$ cat config.mk
export PLATFORM = sky130hd
export DESIGN_NAME = temperature_seven_segment_scan_core
export DESIGN_NICKNAME = d
export VERILOG_FILES = /design/src/hw/rtl/tsss_pkg.sv /design/src/hw/rtl/tsss_conv.sv /design/src/hw/rtl/temperature_seven_segment_scan_core.sv
export VERILOG_INCLUDE_DIRS = /design/src /design/src/hw/rtl
export SDC_FILE = /design/constraint.sdc
export NUM_CORES = 1
export LEC_CHECK = 0
export BUFFER_PORTS_ARGS = -buffer_cell sky130_fd_sc_hd__buf_4
export CAP_MARGIN = 20
export CORE_MARGIN = 2
export CORE_UTILIZATION = 30
export CTS_CLUSTER_SIZE = 12
export DETAILED_ROUTE_END_ITERATION = 8
export PLACE_DENSITY = 0.53
export REMOVE_ABC_BUFFERS = 1
export SYNTH_ARGS = -nofsm -noshare
export SYNTH_HDL_FRONTEND = slang
export SYNTH_SLANG_ARGS = --single-unit
$ cat constraint.sdc
create_clock -name i_clk -period 19.4 [get_ports i_clk]
set_input_delay 0.97 -clock i_clk [delete_from_list [all_inputs] [get_ports i_clk]]
set_output_delay 0.97 -clock i_clk [all_outputs]
set_load 0.02 [all_outputs]
$ cat src/hw/rtl/temperature_seven_segment_scan_core_defines.svh
// assertion macros used by the temperature display top-level rtl
`ifndef TEMPERATURE_SEVEN_SEGMENT_SCAN_CORE_DEFINES_SVH
`define TEMPERATURE_SEVEN_SEGMENT_SCAN_CORE_DEFINES_SVH

`ifndef ASSERT_OFF
// clocked check, idle while reset is held
`define TSSS_ASSERT(lbl, clk, rst_n, prop, msg) \
    lbl: assert property (@(posedge clk) disable iff (!rst_n) prop) else $error(msg);
// clocked check that also holds during reset
`define TSSS_ASSERT_ALWAYS(lbl, clk, prop, msg) \
    lbl: assert property (@(posedge clk) prop) else $error(msg);
`else
`define TSSS_ASSERT(lbl, clk, rst_n, prop, msg)
`define TSSS_ASSERT_ALWAYS(lbl, clk, prop, msg)
`endif

`endif

$ cat src/hw/rtl/tsss_pkg.sv
// types, constants and segment table for the temperature display core
`timescale 1ns / 1ps

package tsss_pkg;

    localparam int SAMPLE_W = 12;
    localparam int TEMP_W   = 11;
    localparam int DIGIT_W  = 4;
    localparam int NUM_POS  = 4;
    localparam int POS_W    = 2;
    localparam int SEG_W    = 7;
    localparam int STAGES   = 5;

    // (s*5940 - 2375680) / 40960 reduced by 4 -> (s*1485 - 593920) / 10240
    localparam int PROD_W      = 23;
    localparam int CONV_MUL    = 1485;
    localparam int CONV_OFFSET = 593920;
    localparam int QUOT_W      = 13;   // magnitude >> 10
    localparam int RECIP_10    = 52429; // floor(q/10) = (q*52429) >> 19
    localparam int RECIP_10_SH = 19;
    localparam int RECIP_W     = 29;
    localparam int MAG_W       = 10;
    localparam int RECIP_100   = 5243;  // floor(t/100) = (t*5243) >> 19
    localparam int RECIP_100_W = 23;
    localparam int TENS_MUL    = 205;   // floor(r/10) = (r*205) >> 11 for r < 100
    localparam int TENS_SH     = 11;
    localparam int TENS_W      = 15;

    localparam logic [SEG_W-1:0] SEG_BLANK = 7'h7F;

    typedef logic [NUM_POS-1:0][DIGIT_W-1:0] t_digits; // [0] thousands .. [3] units

    typedef struct packed {
        logic                     action;
        logic signed [TEMP_W-1:0] temp;
        t_digits                  digits;
    } t_conv_item;

    typedef struct packed {
        logic valid;
        logic ready;
    } t_hs;

    function automatic logic [SEG_W-1:0] seg_lookup(input logic [DIGIT_W-1:0] d);
        logic [SEG_W-1:0] s;
        case (d)
            4'd0:    s = 7'h40;
            4'd1:    s = 7'h79;
            4'd2:    s = 7'h24;
            4'd3:    s = 7'h30;
            4'd4:    s = 7'h19;
            4'd5:    s = 7'h12;
            4'd6:    s = 7'h02;
            4'd7:    s = 7'h78;
            4'd8:    s = 7'h00;
            4'd9:    s = 7'h10;
            default: s = SEG_BLANK;
        endcase
        return s;
    endfunction

endpackage

$ cat src/hw/rtl/tsss_conv.sv
// pipelined sample to fahrenheit conversion with decimal digit split
`timescale 1ns / 1ps

module tsss_conv
    import tsss_pkg::*;
(
    input  logic                i_clk,
    input  logic                i_rst_n,
    input  logic                i_valid,
    output logic                o_ready,
    input  logic                i_action,
    input  logic [SAMPLE_W-1:0] i_sample,
    output t_hs                 o_hs_out,   // valid from last stage
    input  logic                i_out_ready,
    output t_conv_item          o_item
);

    logic [STAGES-1:0] r_v;
    logic [STAGES-2:0] r_act;
    logic [STAGES:0]   w_rdy;

    logic [SAMPLE_W-1:0]    r_smp1;
    logic [PROD_W-1:0]      r_prod2;
    logic [RECIP_W-1:0]     r_p3;
    logic                   r_neg3;
    logic [MAG_W-1:0]       r_t4;
    logic                   r_neg4;
    logic [DIGIT_W-1:0]     r_hc4;
    t_conv_item             r_item5;

    logic signed [PROD_W:0] w_diff;
    logic [PROD_W-1:0]      w_mag;
    logic [QUOT_W-1:0]      w_q;
    logic [RECIP_W-1:0]     w_p;
    logic [MAG_W-1:0]       w_t3;
    logic [RECIP_100_W-1:0] w_h_prod;
    logic                   w_th;
    logic [DIGIT_W-1:0]     w_hund;
    logic [MAG_W-1:0]       w_rem;
    logic [TENS_W-1:0]      w_tens_prod;
    logic [DIGIT_W-1:0]     w_tens;
    logic [DIGIT_W-1:0]     w_units;
    logic signed [TEMP_W-1:0] w_temp;

    // a stage loads when it is empty or its content moves on
    always_comb begin
        w_rdy[STAGES] = i_out_ready;
        for (int k = STAGES - 1; k >= 0; k--) begin
            w_rdy[k] = !r_v[k] || w_rdy[k+1];
        end
    end

    assign o_ready = w_rdy[0];

    always_ff @(posedge i_clk) begin
        if (!i_rst_n) begin
            r_v <= '0;
        end else begin
            if (w_rdy[0]) begin
                r_v[0] <= i_valid;
            end
            for (int k = 1; k < STAGES; k++) begin
                if (w_rdy[k]) begin
                    r_v[k] <= r_v[k-1];
                end
            end
        end
    end

    // stage 3 arithmetic: signed offset, magnitude, divide by 10240
    assign w_diff = $signed({1'b0, r_prod2}) - (PROD_W + 1)'(CONV_OFFSET);
    assign w_mag  = w_diff[PROD_W] ? PROD_W'(-w_diff) : w_diff[PROD_W-1:0];
    assign w_q    = w_mag[PROD_W-1 -: QUOT_W];
    assign w_p    = RECIP_W'(w_q) * RECIP_W'(RECIP_10);

    // stage 4: hundreds count of the magnitude (0..10)
    assign w_t3     = r_p3[RECIP_10_SH +: MAG_W];
    assign w_h_prod = RECIP_100_W'(w_t3) * RECIP_100_W'(RECIP_100);

    // stage 5: split into digits
    assign w_th        = (r_hc4 >= DIGIT_W'(10));
    assign w_hund      = w_th ? r_hc4 - DIGIT_W'(10) : r_hc4;
    assign w_rem       = r_t4 - MAG_W'(r_hc4) * MAG_W'(100);
    assign w_tens_prod = TENS_W'(w_rem) * TENS_W'(TENS_MUL);
    assign w_tens      = w_tens_prod[TENS_SH +: DIGIT_W];
    assign w_units     = DIGIT_W'(w_rem - MAG_W'(w_tens) * MAG_W'(10));
    assign w_temp      = r_neg4 ? -$signed({1'b0, r_t4}) : $signed({1'b0, r_t4});

    always_ff @(posedge i_clk) begin
        if (w_rdy[0]) begin
            r_act[0] <= i_action;
            r_smp1   <= i_sample;
        end
        if (w_rdy[1]) begin
            r_act[1] <= r_act[0];
            r_prod2  <= PROD_W'(r_smp1) * PROD_W'(CONV_MUL);
        end
        if (w_rdy[2]) begin
            r_act[2] <= r_act[1];
            r_p3     <= w_p;
            r_neg3   <= w_diff[PROD_W];
        end
        if (w_rdy[3]) begin
            r_act[3] <= r_act[2];
            r_t4     <= w_t3;
            r_neg4   <= r_neg3;
            r_hc4    <= w_h_prod[RECIP_10_SH +: DIGIT_W];
        end
        if (w_rdy[4]) begin
            r_item5.action <= r_act[3];
            r_item5.temp   <= w_temp;
            // below zero the display shows 0000
            if (r_neg4) begin
                r_item5.digits <= '0;
            end else begin
                r_item5.digits <= {w_units, w_tens, w_hund, {(DIGIT_W-1){1'b0}}, w_th};
            end
        end
    end

    assign o_hs_out.valid = r_v[STAGES-1];
    assign o_hs_out.ready = w_rdy[STAGES];
    assign o_item         = r_item5;

endmodule

$ cat src/hw/rtl/temperature_seven_segment_scan_core.sv
// Temperature display core: a stream of sensor samples (tuser 0) and scan ticks (tuser 1)
// comes in, one transaction per cycle while s_axis_tready is high. Each sample is turned
// into whole degrees Fahrenheit, trunc((s*5940 - 2375680)/40960), and kept; each tick
// drives the next of four digit positions, thousands to units, latching fresh digits at
// the thousands position. Every input transaction gives exactly one output transaction
// with the digit select, the active-low segment pattern and the kept temperature.
// Temperatures below zero show as 0000. Data passes through a five-stage conversion
// pipeline and the output register; throughput is one transaction per cycle while the
// output is not stalled, and bubbles in the pipeline still take input while it is stalled.
`timescale 1ns / 1ps
`include "temperature_seven_segment_scan_core_defines.svh"

module temperature_seven_segment_scan_core
    import tsss_pkg::*;
(
    input  logic        i_clk,
    input  logic        i_rst_n,
    input  logic        s_axis_tvalid,
    output logic        s_axis_tready,
    input  logic [15:0] s_axis_tdata,   // [11:0] sample, rest zero
    input  logic        s_axis_tuser,   // [0] action: 0 sample, 1 scan tick
    output logic        m_axis_tvalid,
    input  logic        m_axis_tready,
    output logic [23:0] m_axis_tdata    // [3:0] digit_select, [10:4] segments,
                                        // [21:11] fahrenheit, rest zero
);

    t_hs        w_conv_hs;
    t_conv_item w_item;
    logic       w_conv_ready;
    logic       w_upd;

    logic                     r_out_v;
    logic [NUM_POS-1:0]       r_out_sel;
    logic [SEG_W-1:0]         r_out_seg;
    logic signed [TEMP_W-1:0] r_out_temp;

    logic signed [TEMP_W-1:0] r_temp;
    t_digits                  r_ldig;   // digits of the kept temperature
    t_digits                  r_shown;  // digits latched for the scan
    logic [POS_W-1:0]         r_pos;

    logic [POS_W-1:0] w_pos_show;
    t_digits          w_shown;
    logic [DIGIT_W-1:0] w_digit;

    tsss_conv u_conv (
        .i_clk      (i_clk),
        .i_rst_n    (i_rst_n),
        .i_valid    (s_axis_tvalid),
        .o_ready    (s_axis_tready),
        .i_action   (s_axis_tuser),
        .i_sample   (s_axis_tdata[SAMPLE_W-1:0]),
        .o_hs_out   (w_conv_hs),
        .i_out_ready(w_conv_ready),
        .o_item     (w_item)
    );

    assign w_conv_ready = !r_out_v || m_axis_tready;
    assign w_upd        = w_conv_hs.valid && w_conv_ready;

    // a sample repeats the position driven last
    assign w_pos_show = w_item.action ? r_pos : r_pos - POS_W'(1);
    assign w_shown    = (w_item.action && r_pos == '0) ? r_ldig : r_shown;
    assign w_digit    = w_shown[w_pos_show];

    always_ff @(posedge i_clk) begin
        if (!i_rst_n) begin
            r_out_v <= 1'b0;
            r_temp  <= '0;
            r_ldig  <= '0;
            r_shown <= '0;
            r_pos   <= '0;
        end else begin
            if (w_upd) begin
                r_out_v <= 1'b1;
                if (w_item.action) begin
                    r_shown <= w_shown;
                    r_pos   <= r_pos + POS_W'(1);
                end else begin
                    r_temp <= w_item.temp;
                    r_ldig <= w_item.digits;
                end
            end else if (m_axis_tready) begin
                r_out_v <= 1'b0;
            end
        end
    end

    always_ff @(posedge i_clk) begin
        if (w_upd) begin
            r_out_sel  <= NUM_POS'(1) << w_pos_show;
            r_out_seg  <= seg_lookup(w_digit);
            r_out_temp <= w_item.action ? r_temp : w_item.temp;
        end
    end

    assign m_axis_tvalid = r_out_v;
    assign m_axis_tdata  = {2'b00, r_out_temp, r_out_seg, r_out_sel};

    `TSSS_ASSERT(a_sel_onehot, i_clk, i_rst_n, r_out_v |-> $onehot(r_out_sel), "digit select not one-hot")
    `TSSS_ASSERT(a_tick_adv, i_clk, i_rst_n, (w_upd && w_item.action) |=> (r_pos == $past(r_pos) + POS_W'(1)), "scan did not advance on tick")
    `TSSS_ASSERT(a_sample_keep, i_clk, i_rst_n, (w_upd && !w_item.action) |=> (r_temp == $past(w_item.temp) && r_pos == $past(r_pos)), "sample not kept or scan moved")
    `TSSS_ASSERT_ALWAYS(a_neg_zero, i_clk, r_temp[TEMP_W-1] |-> (r_ldig == '0), "negative temperature with nonzero digits")

endmodule

==> flow_summary.html, run 1 <==
<table>
<tr><th>Metric</th><th>Value</th></tr>
<tr><th colspan="2">CTS</th></tr>
<tr><td>TritonCTS Buffers</td><td>17</td></tr>
<tr><td>Number of levels the H-tree was split into</td><td>4</td></tr>
<tr><td>TritonCTS clock tree</td><td>built</td></tr>
<tr><td>CTS clock-pin slew for the worst setup and hold paths</td><td>roughly 0.06 ns</td></tr>
<tr><td>Setup repair bufs after CTS</td><td>0</td></tr>
<tr><td>Clock latency on the worst-skew pair</td><td>0.45 ns</td></tr>
<tr><td># clock sinks</td><td>160</td></tr>
<tr><td>Clock tree buffer depth</td><td>2</td></tr>
<tr><td>Number of hold-repair buffers added at the cts stage</td><td>0</td></tr>
<tr><td>Clock Tree Root</td><td>sky130_fd_sc_hd__clkbuf_16</td></tr>
<tr><td>Gates resized, CTS repair</td><td>0</td></tr>
<tr><th colspan="2">Logic synthesis</th></tr>
<tr><td>Yosys synthesis warning count</td><td>0</td></tr>
<tr><td>Sequential fraction of the synthesis area</td><td>27.34%</td></tr>
<tr><td>Synth cell count leaders</td><td>313 x sky130_fd_sc_hd__inv_1, 296 x sky130_fd_sc_hd__ha_1, 145 x sky130_fd_sc_hd__fa_1</td></tr>
<tr><td>Combined area of all synthesized cells</td><td>15810 um^2</td></tr>
<tr><td>Count of mapped cells out of synthesis</td><td>roughly 1500</td></tr>
<tr><td>Top-area cell type share of the netlist area</td><td>23.42%</td></tr>
<tr><td>Dominant cells by area after synthesis</td><td>sky130_fd_sc_hd__ha_1 23%, sky130_fd_sc_hd__edfxtp_1 21%, sky130_fd_sc_hd__fa_1 18%</td></tr>
<tr><td>Leading cell type by number of instances after synthesis</td><td>sky130_fd_sc_hd__inv_1</td></tr>
<tr><td>Average size of a mapped cell</td><td>between 10 and 15 um^2</td></tr>
<tr><td>Area fraction in and, or, nand and nor cells after synthesis</td><td>between 7 and 8%</td></tr>
<tr><td>Adder and majority cell fraction of the synthesized area</td><td>41.78%</td></tr>
<tr><td>Async SR Flop Fraction</td><td>0%</td></tr>
<tr><td>Flops &amp; latches, synth</td><td>160</td></tr>
<tr><td>Synth Flop Type</td><td>sky130_fd_sc_hd__edfxtp_1</td></tr>
<tr><td>Fraction of synthesized cell area in xor and xnor cells</td><td>4.367%</td></tr>
<tr><td>Fraction of the mapped netlist area in compound gates</td><td>under 10%</td></tr>
<tr><td>Top cell type by total area after synthesis</td><td>sky130_fd_sc_hd__ha_1</td></tr>
<tr><td>Dominant combinational cell family by area after synthesis</td><td>adder cells</td></tr>
<tr><td>Number of enable flip-flop cells after synthesis</td><td>~110</td></tr>
<tr><td>Fraction of synthesized area in multiplexers</td><td>under 10%</td></tr>
<tr><td>Number of distinct library cell variants in the gate-level netlist after synthesis</td><td>67</td></tr>
<tr><th colspan="2">Setup path</th></tr>
<tr><td>Crit Path Category</td><td>reg -&gt; reg</td></tr>
<tr><td>Data arrival time at the worst-slack endpoint</td><td>around 8.4 ns</td></tr>
<tr><td>Worst Setup End Kind</td><td>register</td></tr>
<tr><td>FF-to-FF setup slack</td><td>11.23 ns</td></tr>
<tr><td>Element type at the critical path start</td><td>register</td></tr>
<tr><td>Cell count of the worst reg-to-reg path</td><td>24</td></tr>
<tr><td>CP Max Fanout</td><td>7</td></tr>
<tr><td>Critical Path RT</td><td>between 15 and 20 ns</td></tr>
<tr><th colspan="2">Route</th></tr>
<tr><td>WL per Instance</td><td>~13 um</td></tr>
<tr><td>Wire length after detailed routing</td><td>approximately 30000 um</td></tr>
<tr><td>Residual DRC</td><td>0</td></tr>
<tr><td>DRT antenna net count</td><td>0</td></tr>
<tr><td>Number of vias after detailed routing</td><td>between 10000 and 15000</td></tr>
<tr><td>Via/cell ratio</td><td>around 4.5</td></tr>
<tr><td>Drt pass-1 iters</td><td>5</td></tr>
<tr><td>Number of design-rule violations left by the first detailed-router iteration</td><td>410</td></tr>
<tr><th colspan="2">Timing</th></tr>
<tr><td>Clock Skews</td><td>0.01215 ns</td></tr>
<tr><td>Unrepaired setup endpoints after global routing</td><td>no</td></tr>
<tr><td>Relative slew slack</td><td>36.74%</td></tr>
<tr><td>Worst Tran Pin Value</td><td>between 0.9 and 1 ns</td></tr>
<tr><td>Final min period</td><td>8.174 ns</td></tr>
<tr><td>Final Hold Fails</td><td>0</td></tr>
<tr><td>Ratio of final minimum period to clock period</td><td>about 42%</td></tr>
<tr><td>Fmax achieved</td><td>around 120 MHz</td></tr>
<tr><td>Setup tns final</td><td>0 ns</td></tr>
<tr><td>Setup violators final</td><td>0</td></tr>
<tr><td>Max-slew violation count</td><td>0</td></tr>
<tr><th colspan="2">Place</th></tr>
<tr><td>HPWL reported at the end of detailed placement</td><td>25090 um</td></tr>
<tr><td>Port-buffer cells</td><td>40</td></tr>
<tr><td>GPL Wtd Cong</td><td>roughly 0.82</td></tr>
<tr><th colspan="2">Worst hold path</th></tr>
<tr><td>Worst hold path class</td><td>reg -&gt; reg</td></tr>
<tr><td>Number of cells on the worst hold path</td><td>0</td></tr>
<tr><th colspan="2">Flow run</th></tr>
<tr><td>Max Cap Violations</td><td>0</td></tr>
<tr><th colspan="2">Layout</th></tr>
<tr><td>Filler Cell Count</td><td>~5300</td></tr>
<tr><td>Final nets</td><td>~2000</td></tr>
<tr><td>Diode count</td><td>0</td></tr>
<tr><td>Fraction of layout instances using a drive strength above 1</td><td>under 10%</td></tr>
<tr><td>Synthesis-to-finish area growth</td><td>11.04%</td></tr>
<tr><th colspan="2">Global routing</th></tr>
<tr><td>Antenna violations before repair</td><td>0</td></tr>
<tr><td>Total global routing overflow</td><td>0</td></tr>
<tr><td>Largest net degree at the start of global routing</td><td>between 40 and 50</td></tr>
<tr><td>First-pass GRT wire length</td><td>50760 um</td></tr>
<tr><td>Overall global routing resource usage</td><td>around an eighth</td></tr>
<tr><td>Vias in the first global route</td><td>10380</td></tr>
<tr><th colspan="2">Floorplan</th></tr>
<tr><td>Die Wd</td><td>roughly 230 um</td></tr>
<tr><td>Die outline area</td><td>between 50000 and 60000 um^2</td></tr>
<tr><td>Standard-cell row count</td><td>84</td></tr>
<tr><td>Die height</td><td>approximately 230 um</td></tr>
<tr><td>Starting density of the core</td><td>a little over 30%</td></tr>
<tr><td>Area of the core</td><td>approximately 52000 um^2</td></tr>
<tr><td>Top-level port count</td><td>47</td></tr>
<tr><th colspan="2">Outcome</th></tr>
<tr><td>Outcome</td><td>complete, no violations</td></tr>
</table>
[sequential cells by signal (all words and copies together) (netlist names), 5 cells and up]
name            count
u_conv.o_item      25
u_conv.r_prod2     23
r_shown            16
r_ldig             13
u_conv.r_smp1      12
r_out_temp         11
r_temp             11
u_conv.r_p3        10
u_conv.r_t4        10
r_out_seg           7
u_conv.r_v          5
[per-layer routing]
layer  vias up  wire [um]  GRT usage (%)
li1       5044          -              -
met1      4917      14260          15.40
met2       104      14280          19.57
met3        36        793          2.246
met4         0        524          3.145
met5         -          0              0
[placed cells by master, fill, tap and decap left out, types with 8 or more instances in the layout]
master                      instances
sky130_fd_sc_hd__ha_1             296
sky130_fd_sc_hd__nor3_1            14
sky130_fd_sc_hd__fa_1             145
sky130_fd_sc_hd__buf_4             42
sky130_fd_sc_hd__a21oi_1           50
sky130_fd_sc_hd__nand3_1           12
sky130_fd_sc_hd__a21o_1            16
sky130_fd_sc_hd__nand2_1           92
sky130_fd_sc_hd__xnor2_1           58
sky130_fd_sc_hd__a21boi_0          31
sky130_fd_sc_hd__xor2_1            19
sky130_fd_sc_hd__and3_1            12
sky130_fd_sc_hd__o21a_1             8
sky130_fd_sc_hd__inv_1            313
sky130_fd_sc_hd__o21ai_0           25
sky130_fd_sc_hd__nor2_1            49
sky130_fd_sc_hd__mux2_2            15
sky130_fd_sc_hd__nor2b_1           25
sky130_fd_sc_hd__a31oi_1           10
sky130_fd_sc_hd__dfxtp_1           48
sky130_fd_sc_hd__clkbuf_16         17
sky130_fd_sc_hd__and2_1            11
sky130_fd_sc_hd__mux2i_1           15
sky130_fd_sc_hd__edfxtp_1         112
[area by class of cell]
class / instances / area (um^2) / area share (%)
clock buffers: 18 / 429.2 / 2.444
clock inverters: 14 / 152.6 / 0.8693
inverters: 314 / 1179 / 6.712
multi-input cells: 991 / 10240 / 58.34
flip-flops and latches: 160 / 4324 / 24.63
well taps: 688 / 860.8 / 4.902
repair buffers: 44 / 370.4 / 2.109
[kinds of logic after synthesis]
| kind of cell | count (synthesis) |
|---|---|
| fa+ha+maj | 441 |
| buf+inv | 331 |
| simple gates | 247 |
| compound gates | 187 |
| flops | 160 |
| xor+xnor | 78 |
| mux | 36 |
| other cells | 1 |
[path summary, 6_finish.rpt]
check,start,end
hold reg to reg,u_conv.r_act[1],u_conv.r_act[2]
setup / recovery,u_conv.r_prod2[4],u_conv.r_p3[28]
hold / removal,u_conv.r_act[1],u_conv.r_act[2]
setup reg to reg,u_conv.r_prod2[4],u_conv.r_p3[28]
[metrics by stage]
| stage | instances | util, % | hold WS (ns) | worst slack (ns) | area [um^2] |
|---|---|---|---|---|---|
| after detailed placement | 2195 | 32.33 | 0.4045 | 11.19 | 16920 |
| after global placement | 2195 | 32.33 | 0.4077 | 11.27 | 16920 |
| after CTS | 2227 | 33.44 | 0.4191 | 11.16 | 17500 |
| final | 2229 | 33.55 | 0.4176 | 11.23 | 17560 |
| after floorplan | 1465 | - | 0.4003 | 12.66 | 15740 |
| after global routing | 2229 | 33.55 | 0.4321 | 10.59 | 17560 |
[critical path: stages, from the launching register on]
cell and delay, ns:
sky130_fd_sc_hd__edfxtp_1 0.37, sky130_fd_sc_hd__nor4_1 0.70, sky130_fd_sc_hd__nand3_1 0.34, sky130_fd_sc_hd__nor3_1 0.61
sky130_fd_sc_hd__and3_1 0.25, sky130_fd_sc_hd__a31oi_1 0.10, sky130_fd_sc_hd__xnor2_1 0.49, sky130_fd_sc_hd__ha_1 0.24
sky130_fd_sc_hd__inv_1 0.09, sky130_fd_sc_hd__fa_1 0.57, sky130_fd_sc_hd__fa_1 0.59, sky130_fd_sc_hd__inv_1 0.08
sky130_fd_sc_hd__fa_1 0.53, sky130_fd_sc_hd__inv_1 0.06, sky130_fd_sc_hd__fa_1 0.54, sky130_fd_sc_hd__inv_1 0.05
sky130_fd_sc_hd__ha_1 0.31, sky130_fd_sc_hd__nand4_1 0.22, sky130_fd_sc_hd__nor4_1 0.59, sky130_fd_sc_hd__nand3_1 0.20
sky130_fd_sc_hd__a311oi_2 0.41, sky130_fd_sc_hd__nor3_1 0.13, sky130_fd_sc_hd__a31oi_1 0.23, sky130_fd_sc_hd__a21oi_1 0.12
sky130_fd_sc_hd__xnor2_1 0.13
Power of run 1 is not shown: default switching activity piles up to over one toggle a cycle in this logic, so the estimate is an artifact.
==> run 2, diff against run 1 <==
==> constraint.sdc (replaced) <==
create_clock -name i_clk -period 7.6 [get_ports i_clk]
set_input_delay 0.38 -clock i_clk [delete_from_list [all_inputs] [get_ports i_clk]]
set_output_delay 0.38 -clock i_clk [all_outputs]
set_load 0.02 [all_outputs]
==> run 2 against run 1 <==
First-iteration DRC count down 15%; utilization up 0.072 points; design area up 0.21%; setup slack worse by 11 ns; via count down 0.85%; largest cell class unchanged.
==> flow_summary.html, run 2 (same netlist as run 1, synthesis figures left out) <==
<table>
<tr><th>Metric</th><th>Value</th></tr>
<tr><th colspan="2">Route</th></tr>
<tr><td>Wire length after detailed routing</td><td>roughly 30000 um</td></tr>
<tr><td>Via/cell ratio</td><td>4.481</td></tr>
<tr><td>WL per Instance</td><td>13.63 um</td></tr>
<tr><td>Number of vias after detailed routing</td><td>~10000</td></tr>
<tr><td>DRT antenna net count</td><td>0</td></tr>
<tr><td>Drt pass-1 iters</td><td>4</td></tr>
<tr><td>Number of design-rule violations left by the first detailed-router iteration</td><td>348</td></tr>
<tr><td>Residual DRC</td><td>0</td></tr>
<tr><th colspan="2">Setup path</th></tr>
<tr><td>Cell count of the worst reg-to-reg path</td><td>26</td></tr>
<tr><td>Data arrival time at the worst-slack endpoint</td><td>7.35 ns</td></tr>
<tr><td>Crit Path Category</td><td>reg -&gt; reg</td></tr>
<tr><td>FF-to-FF setup slack</td><td>~0.43 ns</td></tr>
<tr><td>Cell with the largest stage delay on the worst path</td><td>sky130_fd_sc_hd__fa_1</td></tr>
<tr><td>Max stage delay on crit path</td><td>0.59 ns</td></tr>
<tr><td>Worst Setup End Kind</td><td>register</td></tr>
<tr><td>CP Max Fanout</td><td>5</td></tr>
<tr><td>Cell seen most often among critical-path stages</td><td>sky130_fd_sc_hd__inv_1</td></tr>
<tr><td>Element type at the critical path start</td><td>register</td></tr>
<tr><td>Critical Path RT</td><td>~7.8 ns</td></tr>
<tr><th colspan="2">Worst hold path</th></tr>
<tr><td>Worst hold path class</td><td>in -&gt; reg</td></tr>
<tr><td>Number of cells on the worst hold path</td><td>1</td></tr>
<tr><th colspan="2">Layout</th></tr>
<tr><td>Final nets</td><td>~2000</td></tr>
<tr><td>Max reg flops</td><td>25</td></tr>
<tr><td>Top library cells by usage in the layout, fill and taps aside</td><td>313 x sky130_fd_sc_hd__inv_1, 296 x sky130_fd_sc_hd__ha_1, 145 x sky130_fd_sc_hd__fa_1</td></tr>
<tr><td>Diode count</td><td>0</td></tr>
<tr><td>Synthesis-to-finish area growth</td><td>11.27%</td></tr>
<tr><td>Fraction of layout instances using a drive strength above 1</td><td>roughly 7.5%</td></tr>
<tr><td>Most common cell after layout, fill and taps aside</td><td>sky130_fd_sc_hd__inv_1</td></tr>
<tr><th colspan="2">Timing</th></tr>
<tr><td>Setup violators final</td><td>0</td></tr>
<tr><td>Final Hold Fails</td><td>0</td></tr>
<tr><td>Hold slack</td><td>0.1122 ns</td></tr>
<tr><td>Clock Skews</td><td>0.01345 ns</td></tr>
<tr><td>Unrepaired setup endpoints after global routing</td><td>no</td></tr>
<tr><td>Final min period</td><td>7.166 ns</td></tr>
<tr><td>Setup tns final</td><td>0 ns</td></tr>
<tr><td>Max-slew violation count</td><td>0</td></tr>
<tr><td>Worst Tran Pin Value</td><td>slightly below 1 ns</td></tr>
<tr><td>Relative slew slack</td><td>roughly a third</td></tr>
<tr><td>Fmax achieved</td><td>approximately 140 MHz</td></tr>
<tr><td>Ratio of final minimum period to clock period</td><td>a little over nine tenths</td></tr>
<tr><th colspan="2">Floorplan</th></tr>
<tr><td>Die height</td><td>approximately 230 um</td></tr>
<tr><td>Die Wd</td><td>233.6 um</td></tr>
<tr><td>Die outline area</td><td>approximately 55000 um^2</td></tr>
<tr><td>Standard-cell row count</td><td>84</td></tr>
<tr><td>Area of the core</td><td>52340 um^2</td></tr>
<tr><td>Starting density of the core</td><td>~30%</td></tr>
<tr><td>Top-level port count</td><td>47</td></tr>
<tr><th colspan="2">CTS</th></tr>
<tr><td>Number of levels the H-tree was split into</td><td>4</td></tr>
<tr><td># clock sinks</td><td>160</td></tr>
<tr><td>TritonCTS clock tree</td><td>built</td></tr>
<tr><td>Clock Tree Root</td><td>sky130_fd_sc_hd__clkbuf_16</td></tr>
<tr><td>TritonCTS Buffers</td><td>17</td></tr>
<tr><td>Clock latency on the worst-skew pair</td><td>0.44 ns</td></tr>
<tr><td>Clock tree buffer depth</td><td>2</td></tr>
<tr><td>CTS clock-pin slew for the worst setup and hold paths</td><td>~0.07 ns</td></tr>
<tr><th colspan="2">Place</th></tr>
<tr><td>GPL Wtd Cong</td><td>0.8332</td></tr>
<tr><td>Port-buffer cells</td><td>40</td></tr>
<tr><td>HPWL reported at the end of detailed placement</td><td>25650 um</td></tr>
<tr><th colspan="2">Global routing</th></tr>
<tr><td>Largest net degree at the start of global routing</td><td>49</td></tr>
<tr><td>Overall global routing resource usage</td><td>a little under an eighth</td></tr>
<tr><td>Antenna violations before repair</td><td>0</td></tr>
<tr><td>Total global routing overflow</td><td>0</td></tr>
<tr><td>First-pass GRT wire length</td><td>between 50000 and 60000 um</td></tr>
<tr><td>Vias in the first global route</td><td>~11000</td></tr>
<tr><th colspan="2">Flow run</th></tr>
<tr><td>Max Cap Violations</td><td>0</td></tr>
<tr><th colspan="2">Outcome</th></tr>
<tr><td>Outcome</td><td>complete, no violations</td></tr>
</table>
run 2: final timing paths:
| kind | end | from |
|---|---|---|
| min reg2reg | u_conv.o_item[27] | u_conv.r_act[3] |
| max | u_conv.r_p3[28] | u_conv.r_prod2[13] |
| min | u_conv.r_smp1[3] | s_axis_tdata[3] |
| max reg2reg | u_conv.r_p3[28] | u_conv.r_prod2[13] |
run 2: critical path: cells and delay by family (launching register included):
kind	cells	cell delay (ns)
fa+ha+maj	7	3.02
simple gates	6	1.51
compound gates	5	1.17
buf+inv	6	0.47
flops	1	0.45
xor+xnor	2	0.29
run 2: timing repair:
| item | CTS | global route |
|---|---|---|
| setup endpoints to repair | 0 | 2 |
| resized for setup | 0 | 3 |
| setup buffers | 0 | 0 |
| hold buffers | 0 | 0 |
run 2: layer usage:
layer / wire length [um] / up-vias / share of wire, % / global-route usage, %
met5: 0 / - / 0 / 0
met4: 194 / 0 / 0.64 / 1.998
met3: 636 / 14 / 2.1 / 1.965
met2: 14470 / 72 / 48 / 19.98
met1: 15160 / 4868 / 50 / 16.37
li1: - / 5061 / - / -
run 2: metrics by stage:
step                      util, %  setup slack, ns  std cells  cell area (um^2)
final                       33.62           0.4339       2235             17600
after CTS                   33.53           0.3465       2234             17550
after global placement      32.43           0.4744       2202             16980
after global routing        33.62         0.007819       2235             17600
after detailed placement    32.43           0.3827       2202             16980
after floorplan                 -           0.8633       1465             15740
run 2: final cells by class:
type | count | area [um^2]
fill | 5360 | 34740
multi-input combinational | 991 | 10260
sequential | 160 | 4324
inverter | 314 | 1179
tap | 688 | 860.8
clock buffer | 22 | 475.5
timing repair buffer | 50 | 395.4
clock inverter | 10 | 101.3
Power of run 2 is left out for the same reason.
==> run 3, diff against run 2 <==
--- a/config.mk
+++ b/config.mk
@@ -13,6 +13,7 @@
 export CTS_CLUSTER_SIZE = 12
 export DETAILED_ROUTE_END_ITERATION = 8
 export PLACE_DENSITY = 0.53
+export RECOVER_POWER = 100
 export REMOVE_ABC_BUFFERS = 1
 export SYNTH_ARGS = -nofsm -noshare
 export SYNTH_HDL_FRONTEND = slang
==> run 3 against run 2 <==
The flow now finishes with violations (max-capacitance violations, max-slew violations); maximum frequency grew 0.17%; global-route usage is the same; routed wire length grew 0.12%; hold slack gained 0.021 ns; critical path type unchanged; via count grew 0.37%; sequential share of layout area grew 0.19 points; sequential cell count is the same; count of clock-buffer cells in the layout is the same; clock skew is essentially flat; die area is the same; design area shrank 0.75%.
==> flow_summary.html, run 3 (same netlist as run 1, synthesis figures left out) <==
<table>
<tr><th>Metric</th><th>Value</th></tr>
<tr><th colspan="2">CTS</th></tr>
<tr><td>Number of hold-repair buffers added at the cts stage</td><td>0</td></tr>
<tr><td>TritonCTS clock tree</td><td>built</td></tr>
<tr><td>Clock tree buffer depth</td><td>2</td></tr>
<tr><td>Clock Tree Root</td><td>sky130_fd_sc_hd__clkbuf_16</td></tr>
<tr><td>TritonCTS Buffers</td><td>17</td></tr>
<tr><td># clock sinks</td><td>between 150 and 200</td></tr>
<tr><td>CTS clock-pin slew for the worst setup and hold paths</td><td>about 0.070 ns</td></tr>
<tr><td>Clock latency on the worst-skew pair</td><td>roughly 0.44 ns</td></tr>
<tr><td>Number of levels the H-tree was split into</td><td>4</td></tr>
<tr><th colspan="2">Timing</th></tr>
<tr><td>Fmax achieved</td><td>139.8 MHz</td></tr>
<tr><td>Setup violators final</td><td>0</td></tr>
<tr><td>Max-slew violation count</td><td>40</td></tr>
<tr><td>Final min period</td><td>approximately 7 ns</td></tr>
<tr><td>Unrepaired setup endpoints after global routing</td><td>no</td></tr>
<tr><td>Relative slew slack</td><td>-50.64%</td></tr>
<tr><td>Ratio of final minimum period to clock period</td><td>a little over nine tenths</td></tr>
<tr><td>Setup tns final</td><td>0 ns</td></tr>
<tr><td>Final Hold Fails</td><td>0</td></tr>
<tr><td>Hold slack</td><td>between 0.1 and 0.15 ns</td></tr>
<tr><td>Worst Tran Pin Value</td><td>~2.3 ns</td></tr>
<tr><td>Clock Skews</td><td>~0.014 ns</td></tr>
<tr><th colspan="2">Layout</th></tr>
<tr><td>Post-route cell area</td><td>around 17000 um^2</td></tr>
<tr><td>Most common cell after layout, fill and taps aside</td><td>sky130_fd_sc_hd__inv_1</td></tr>
<tr><td>Max reg flops</td><td>25</td></tr>
<tr><td>Synthesis-to-finish area growth</td><td>10.44%</td></tr>
<tr><td>Final nets</td><td>between 1500 and 2000</td></tr>
<tr><td>Top library cells by usage in the layout, fill and taps aside</td><td>313 x sky130_fd_sc_hd__inv_1, 296 x sky130_fd_sc_hd__ha_1, 145 x sky130_fd_sc_hd__fa_1</td></tr>
<tr><td>Fraction of layout instances using a drive strength above 1</td><td>under 10%</td></tr>
<tr><td>Diode count</td><td>0</td></tr>
<tr><th colspan="2">Floorplan</th></tr>
<tr><td>Die height</td><td>~230 um</td></tr>
<tr><td>Area of the core</td><td>52340 um^2</td></tr>
<tr><td>Starting density of the core</td><td>~30%</td></tr>
<tr><td>Standard-cell row count</td><td>84</td></tr>
<tr><td>Top-level port count</td><td>47</td></tr>
<tr><td>Die outline area</td><td>approximately 55000 um^2</td></tr>
<tr><td>Die Wd</td><td>about 230 um</td></tr>
<tr><th colspan="2">Global routing</th></tr>
<tr><td>Vias in the first global route</td><td>around 11000</td></tr>
<tr><td>Largest net degree at the start of global routing</td><td>just under 50</td></tr>
<tr><td>Total global routing overflow</td><td>0</td></tr>
<tr><td>Overall global routing resource usage</td><td>11.94%</td></tr>
<tr><td>Antenna violations before repair</td><td>0</td></tr>
<tr><td>First-pass GRT wire length</td><td>51920 um</td></tr>
<tr><th colspan="2">Route</th></tr>
<tr><td>Wire length after detailed routing</td><td>approximately 30000 um</td></tr>
<tr><td>Number of design-rule violations left by the first detailed-router iteration</td><td>between 300 and 400</td></tr>
<tr><td>Residual DRC</td><td>0</td></tr>
<tr><td>DRT antenna net count</td><td>0</td></tr>
<tr><td>Via/cell ratio</td><td>4.498</td></tr>
<tr><td>Number of vias after detailed routing</td><td>10050</td></tr>
<tr><td>WL per Instance</td><td>roughly 14 um</td></tr>
<tr><td>Drt pass-1 iters</td><td>4</td></tr>
<tr><th colspan="2">Outcome</th></tr>
<tr><td>Violations in the final reports</td><td>max-capacitance violations, max-slew violations</td></tr>
<tr><td>Outcome</td><td>finished, violations left</td></tr>
<tr><th colspan="2">Flow run</th></tr>
<tr><td>Max Cap Violations</td><td>1</td></tr>
<tr><th colspan="2">Place</th></tr>
<tr><td>GPL Wtd Cong</td><td>roughly 0.83</td></tr>
<tr><td>Total cell area at the placement stage</td><td>between 15000 and 20000 um^2</td></tr>
<tr><td>Port-buffer cells</td><td>40</td></tr>
<tr><td>HPWL reported at the end of detailed placement</td><td>25650 um</td></tr>
<tr><th colspan="2">Setup path</th></tr>
<tr><td>Critical Path RT</td><td>between 7 and 8 ns</td></tr>
<tr><td>Element type at the critical path start</td><td>register</td></tr>
<tr><td>Worst Setup End Kind</td><td>register</td></tr>
<tr><td>CP Max Fanout</td><td>5</td></tr>
<tr><td>Crit Path Category</td><td>reg -&gt; reg</td></tr>
<tr><td>Data arrival time at the worst-slack endpoint</td><td>7.34 ns</td></tr>
<tr><th colspan="2">Worst hold path</th></tr>
<tr><td>Worst hold path class</td><td>in -&gt; reg</td></tr>
</table>
## run 3: changes by cell type in the layout (fill, tap and decap cells not counted), sizes merged
cell	change
clkbuf	+40
buf	-40
## run 3: layout make-up
class	count	area, um^2
Fill cell	5387	34880
Multi-Input combinational cell	991	10250
Sequential cell	160	4324
Inverter	314	1179
Tap cell	688	860.8
Clock buffer	22	475.5
Timing Repair Buffer	50	270.3
Clock inverter	10	101.3
## run 3: per-stage QoR
stage | instances | util [%] | worst slack [ns]
finish | 2235 | 33.37 | 0.4461
global route | 2235 | 33.37 | 0.007819
CTS | 2234 | 33.53 | 0.3465
detailed placement | 2202 | 32.43 | 0.3827
global placement | 2202 | 32.43 | 0.4744
floorplan | 1465 | - | 0.8633
## run 3: worst paths after layout
kind	start	to	slack, ns	depth (start not counted)
worst min register to register	u_conv.r_act[3]	u_conv.o_item[27]	0.41	0
worst max register to register	u_conv.r_prod2[13]	u_conv.r_p3[28]	0.45	26
worst min-delay path	s_axis_tdata[4]	u_conv.r_smp1[4]	0.13	1
worst max-delay path	u_conv.r_prod2[13]	u_conv.r_p3[28]	0.45	26
## run 3: critical path, stage by stage (launching register included)
cell	delay, ns
sky130_fd_sc_hd__edfxtp_1	0.45
sky130_fd_sc_hd__inv_1	0.13
sky130_fd_sc_hd__ha_1	0.24
sky130_fd_sc_hd__or3b_2	0.50
sky130_fd_sc_hd__a21oi_1	0.24
sky130_fd_sc_hd__nand2b_1	0.11
sky130_fd_sc_hd__a211oi_2	0.24
sky130_fd_sc_hd__xnor2_1	0.15
sky130_fd_sc_hd__ha_1	0.30
sky130_fd_sc_hd__inv_1	0.07
sky130_fd_sc_hd__fa_1	0.59
sky130_fd_sc_hd__inv_1	0.11
sky130_fd_sc_hd__fa_1	0.54
sky130_fd_sc_hd__inv_1	0.06
sky130_fd_sc_hd__fa_1	0.51
sky130_fd_sc_hd__inv_1	0.06
sky130_fd_sc_hd__fa_1	0.53
sky130_fd_sc_hd__inv_1	0.04
sky130_fd_sc_hd__ha_1	0.30
sky130_fd_sc_hd__nand4_1	0.19
sky130_fd_sc_hd__nor4_2	0.39
sky130_fd_sc_hd__nand3_1	0.19
sky130_fd_sc_hd__a311oi_4	0.35
sky130_fd_sc_hd__nor3_1	0.13
sky130_fd_sc_hd__a31oi_1	0.22
sky130_fd_sc_hd__a21oi_1	0.12
sky130_fd_sc_hd__xnor2_1	0.14
## run 3: layer usage
metal  global-route usage, %  vias up  part of all wire (%)
li1                        -     5060                     -
met1                   16.37     4900                    50
met2                   19.98       77                    47
met3                   1.965       15                   2.1
met4                   1.998        0                  0.63
met5                       0        -                     0
## run 3: what timing repair did
item	4_1_cts	5_1_grt
setup buffers	0	0
gates resized for setup	0	3
endpoints found under the setup margin	0	2
Power of run 3 is left out for the same reason.
